$ cat src/rtl/rpt_pkg.sv
// Shared types and constants for the radix page table walker.
package rpt_pkg;

	localparam int TABLE_SLOTS      = 16;
	localparam int ENTRY_SLOTS      = 4096;
	localparam int UPPER_LEVEL_BITS = 12;
	localparam int LEAF_LEVEL_BITS  = 8;

	localparam int SLOT_BITS   = (UPPER_LEVEL_BITS > LEAF_LEVEL_BITS) ?
		UPPER_LEVEL_BITS : LEAF_LEVEL_BITS;
	localparam int SLOT_SPAN   = 1 << SLOT_BITS;
	localparam int STORE_DEPTH = TABLE_SLOTS * SLOT_SPAN;
	localparam int ADDR_W      = (STORE_DEPTH > 1) ? $clog2(STORE_DEPTH) : 1;
	localparam int TBL_W       = (TABLE_SLOTS > 1) ? $clog2(TABLE_SLOTS) : 1;
	localparam int MAX_SLOTS   = (TABLE_SLOTS > ENTRY_SLOTS) ? TABLE_SLOTS : ENTRY_SLOTS;
	localparam int CHILD_W     = $clog2(MAX_SLOTS + 1);
	localparam int STORE_W     = CHILD_W + 1;
	localparam int NFT_W       = $clog2(TABLE_SLOTS + 1);
	localparam int NFE_W       = $clog2(ENTRY_SLOTS + 1);

	localparam int FN_W     = 32;
	localparam int VW_W     = 6;
	localparam int KIND_W   = 2;
	localparam int HANDLE_W = 12;

	localparam logic [VW_W-1:0] VFN_RESET = VW_W'(20);
	localparam logic [VW_W-1:0] UPPER_W   = VW_W'(UPPER_LEVEL_BITS);
	localparam logic [VW_W-1:0] UPPER2_W  = VW_W'(2 * UPPER_LEVEL_BITS);
	localparam logic [VW_W-1:0] MAX_W     = VW_W'(2 * UPPER_LEVEL_BITS + LEAF_LEVEL_BITS);

	typedef struct packed {
		logic [FN_W-1:0]   frame_number;
		logic [KIND_W-1:0] access_kind;
	} req_item_t;

	typedef struct packed {
		logic [HANDLE_W-1:0] entry_handle;
		logic                compulsory_miss;
		logic [KIND_W-1:0]   miss_kind;
		logic                out_of_space;
	} rsp_item_t;

	// Per-walk level indexes; last is the number of the leaf level.
	typedef struct packed {
		logic [1:0]                 last;
		logic [2:0][SLOT_BITS-1:0]  idx;
	} idx_set_t;

	typedef struct packed {
		logic              en;
		logic [ADDR_W-1:0] addr;
		logic [STORE_W-1:0] data;
	} store_wr_t;

	typedef enum logic [2:0] {
		ST_CLEAR,
		ST_IDLE,
		ST_READ,
		ST_CHECK,
		ST_HOLD
	} state_t;

endpackage

$ cat src/rtl/rpt_index.sv
// Splits a frame number into per-level table indexes for the configured width.
module rpt_index (
	input  logic [rpt_pkg::FN_W-1:0] frame_number,
	input  logic [rpt_pkg::VW_W-1:0] vfn_width,
	output rpt_pkg::idx_set_t        idx_set
);

	logic [rpt_pkg::VW_W-1:0] w;
	logic [rpt_pkg::FN_W-1:0] fn;
	logic [rpt_pkg::VW_W-1:0] sh0, sh1, sz0, sz1, sz2;

	function automatic logic [rpt_pkg::SLOT_BITS-1:0] lvl_idx(
		input logic [rpt_pkg::FN_W-1:0] f,
		input logic [rpt_pkg::VW_W-1:0] sh,
		input logic [rpt_pkg::VW_W-1:0] sz
	);
		logic [rpt_pkg::FN_W-1:0] v;
		logic [rpt_pkg::FN_W-1:0] m;
		v = f >> sh;
		m = (sz >= rpt_pkg::VW_W'(rpt_pkg::FN_W)) ? '1 :
			((rpt_pkg::FN_W'(1) << sz) - rpt_pkg::FN_W'(1));
		v = v & m;
		return v[rpt_pkg::SLOT_BITS-1:0];
	endfunction

	always_comb begin
		w = (vfn_width > rpt_pkg::MAX_W) ? rpt_pkg::MAX_W : vfn_width;
		fn = (w >= rpt_pkg::VW_W'(rpt_pkg::FN_W)) ? frame_number :
			(frame_number & ((rpt_pkg::FN_W'(1) << w) - rpt_pkg::FN_W'(1)));
		sh0 = '0;
		sh1 = '0;
		sz0 = w;
		sz1 = '0;
		sz2 = '0;
		idx_set = '0;
		if (w <= rpt_pkg::UPPER_W) begin
			idx_set.last = 2'd0;
		end else if (w <= rpt_pkg::UPPER2_W) begin
			idx_set.last = 2'd1;
			sz0 = rpt_pkg::UPPER_W;
			sh0 = w - rpt_pkg::UPPER_W;
			sz1 = w - rpt_pkg::UPPER_W;
		end else begin
			idx_set.last = 2'd2;
			sz0 = rpt_pkg::UPPER_W;
			sh0 = w - rpt_pkg::UPPER_W;
			sz1 = rpt_pkg::UPPER_W;
			sh1 = w - rpt_pkg::UPPER2_W;
			sz2 = w - rpt_pkg::UPPER2_W;
		end
		idx_set.idx[0] = lvl_idx(fn, sh0, sz0);
		idx_set.idx[1] = lvl_idx(fn, sh1, sz1);
		idx_set.idx[2] = lvl_idx(fn, '0, sz2);
	end

endmodule

$ cat config.mk
export PLATFORM = sky130hd
export DESIGN_NAME = rpt_index
export DESIGN_NICKNAME = d
export VERILOG_FILES = /design/src/rtl/rpt_pkg.sv /design/src/rtl/rpt_index.sv
export SDC_FILE = /design/constraint.sdc
export NUM_CORES = 1
export LEC_CHECK = 0
export ABC_AREA = 1
export BUFFER_PORTS_ARGS = -buffer_cell sky130_fd_sc_hd__buf_2
export CORE_UTILIZATION = 40
export DETAILED_ROUTE_END_ITERATION = 8
export GPL_ROUTABILITY_DRIVEN = 0
export PLACE_DENSITY = 0.64
export SYNTH_ARGS = -nofsm -noshare
export SYNTH_HDL_FRONTEND = slang
export SYNTH_SLANG_ARGS = --single-unit
$ cat constraint.sdc
create_clock -name vclk -period 4.04
set_input_delay 0.404 -clock vclk [all_inputs]
set_output_delay 0.404 -clock vclk [all_outputs]
set_load 0.005 [all_outputs]
==> impl_metrics.csv <==
group,metric,value,unit
final_layout,fin_nets,1144,
timing,hold_viol_final,0,
routing,route.detailed.drc,6,
synth,yosys.area.top_type_share,0.274,
grt,overflow,0,
grt,grt_pass1_wl,32.8,mm
power_and_ir_drop,ir_worst_vdd,0.0000673,V
synth,syn_avg_cell_area,4.68,um^2
setup_path,crit_arrival,3.38,ns
synth,yosys.area.top_type,"nand2_1",
timing,post-route-min-period,3.78,ns
min_path,min_path_type,"input port to output pin",
routing,drt_pass1_iterations,8,
run_status,status,"finished with violations",
floorplanning,initial_utilization,0.419,
routing,wl,20.4,mm
synth,yosysWarnings,0,
timing,max_freq,0.264,GHz
setup_path,critPathCaptureType,"output pin",
final_layout,numSequentialCells,0,
clocking,ctsHoldBuffers,0,
timing,tns,0,ns
floorplanning,die_h,112,um
grt,grt_pass1_vias,6442,
grt,grt_max_degree,34,
final_layout,layout_common_cells,"nand2_1, nand3_1, nor2_1, buf_2, inv_1",
synth,netlist_instances,1040,
place,numPortBuffers,76,
power_and_ir_drop,p_leak,3.23,nW
floorplanning,dieArea,0.0126,mm^2
run,cap_violations,0,
routing,vias_per_cell,5.96,
power_and_ir_drop,p_per_area,159,mW/mm^2
routing,routedWlPerCell,16.5,um
routing,detail-route-antenna-nets,0,
place,post_dp_cell_area,0.00543,mm^2
setup_path,critPathMaxFanout,14,
final_layout,area_delta_synth_final,12.4,%
timing,slew_violations,0,
synth,synthTopCellsByArea,"nand2_1, nand3_1, nor2_1, inv_1, a21oi_1",
setup_path,required,3.64,ns
final_layout,antenna_cells,0,
setup_path,critPathKind,"input port to output pin",
setup_path,slowest_stage,"ha_1",
timing,setup_viol_count_final,0,
floorplanning,die_width,112,um
synth,yosysUniqueCellTypes,42,
floorplanning,core_area,0.0116,mm^2
place,dp_hpwl,16.2,mm
final_layout,drive_gt1_frac,0.157,
routing,vias,7391,
floorplanning,ios,76,
routing,drt_iter0_drc,1090,
setup_path,critical_path.cell_chain,"buf_2 > inv_4 > buf_4 > nand2_8 > inv_2 > ha_1 > inv_1 > a21oi_2 > inv_2 > nor2_4 > nor2_4 > nand2_1 > ha_1 > nand3_2 > nor2_4 > nand2_1 > a21oi_1 > nor2_1 > nor2_1 > nand3_1 > nor2_1 > buf_2",
synth,synth_area,0.00486,mm^2
grt,grt_usage,0.322,
grt,antenna_found_initial,0,
synth,synthesis.nets,1085,
run_status,violations,"design-rule violations",
timing,maxSlewHeadroom,0.636,
timing,tightest_slew,0.544,ns
timing,timing.final.crit_share,0.936,
setup_path,max_stage_delay,0.23,ns
synth,ys_seq_area_frac,0,
setup_path,startpoint_type,"input port",
timing,rsz0062_at_grt,"false",
final_layout,seq_area,0,um^2
final_layout,mostFrequentLayoutCell,"nand2_1",
floorplanning,rows,39,
final_layout,num-clock-buffers,0,
final_layout,fin_area,0.00547,mm^2
logic make-up (layout without fill, tap and decap cells):
logic type | after synthesis | count (layout) | synth area share
and+or+nand+nor | 798 | 798 | 0.748
buffers and inverters | 136 | 193 | 0.114
AOI/OAI and AO/OA | 93 | 93 | 0.109
adders and majority gates | 7 | 7 | 0.0180
xor gates and xnor gates | 5 | 5 | 0.00900
muxes | 1 | 1 | 0.00206
report_power, final:
group,leakage [nW],switching (mW),internal (mW)
Combinational,3.23,0.577,0.291
Sequential,0,0,0
Clock,0,0,0
Total,3.23,0.577,0.291
critical path: cells and delay by family:
kind | cells | cell delay, ns
buffers and inverters | 7 | 0.99
AO/OA/AOI/OAI | 2 | 0.30
adder cells (fa/ha/maj) | 2 | 0.44
AND/OR/NAND/NOR | 11 | 1.24
cell usage after synthesis (all sizes together):
| master | number |
|---|---|
| ha | 7 |
| o21bai | 8 |
| nor4 | 3 |
| nor3 | 13 |
| clkbuf | 19 |
| a31o | 1 |
| or2 | 5 |
| a21oi | 46 |
| buf | 30 |
| nand3b | 1 |
| a31oi | 2 |
| and3 | 1 |
| mux2i | 1 |
| xnor2 | 1 |
| and2 | 1 |
| clkinv | 1 |
| nand3 | 272 |
| o211ai | 6 |
| nor2 | 104 |
| o21ai | 27 |
| xor2 | 4 |
| inv | 86 |
| nand4 | 36 |
| nand2 | 362 |
| o2111ai | 3 |
metrics by stage:
step                      utilization  total power [mW]  hold slack [ns]  worst slack (ns)  std cells
after global placement          0.468             0.834             1.19             0.215       1240
after CTS                       0.468             0.841             1.19             0.192       1240
after global routing            0.471             0.965             1.20            0.0272       1240
after detailed placement        0.468             0.838             1.19             0.206       1240
final                           0.471             0.868             1.17             0.259       1240
after floorplan                     -             0.579            0.933             0.663       1040
worst paths after layout:
path,to,cells past startpoint,slack (ns),start
worst max-delay path,idx_set[20],22,0.26,vfn_width[5]
worst min-delay path,idx_set[21],4,1.17,frame_number[17]
layout make-up:
class | instances | area [um^2]
Fill cell | 1405 | 6150
Multi-Input combinational cell | 904 | 4350
Timing Repair Buffer | 106 | 609
Inverter | 87 | 332
Tap cell | 143 | 179
metal layers:
metal | vias up | wire length (um) | global-route usage
met4 | 0 | 1140 | 0.163
met3 | 72 | 2430 | 0.0459
met1 | 3205 | 8410 | 0.443
met2 | 500 | 8430 | 0.488
li1 | 3614 | - | -
met5 | - | 0 | 0
what timing repair did:
item / 4_1_cts / 5_1_grt
gates resized for setup: 0 / 10
endpoints found under the setup margin: 0 / 21
buffers inserted: 0 / 0
(Power assumes the default switching activity.)
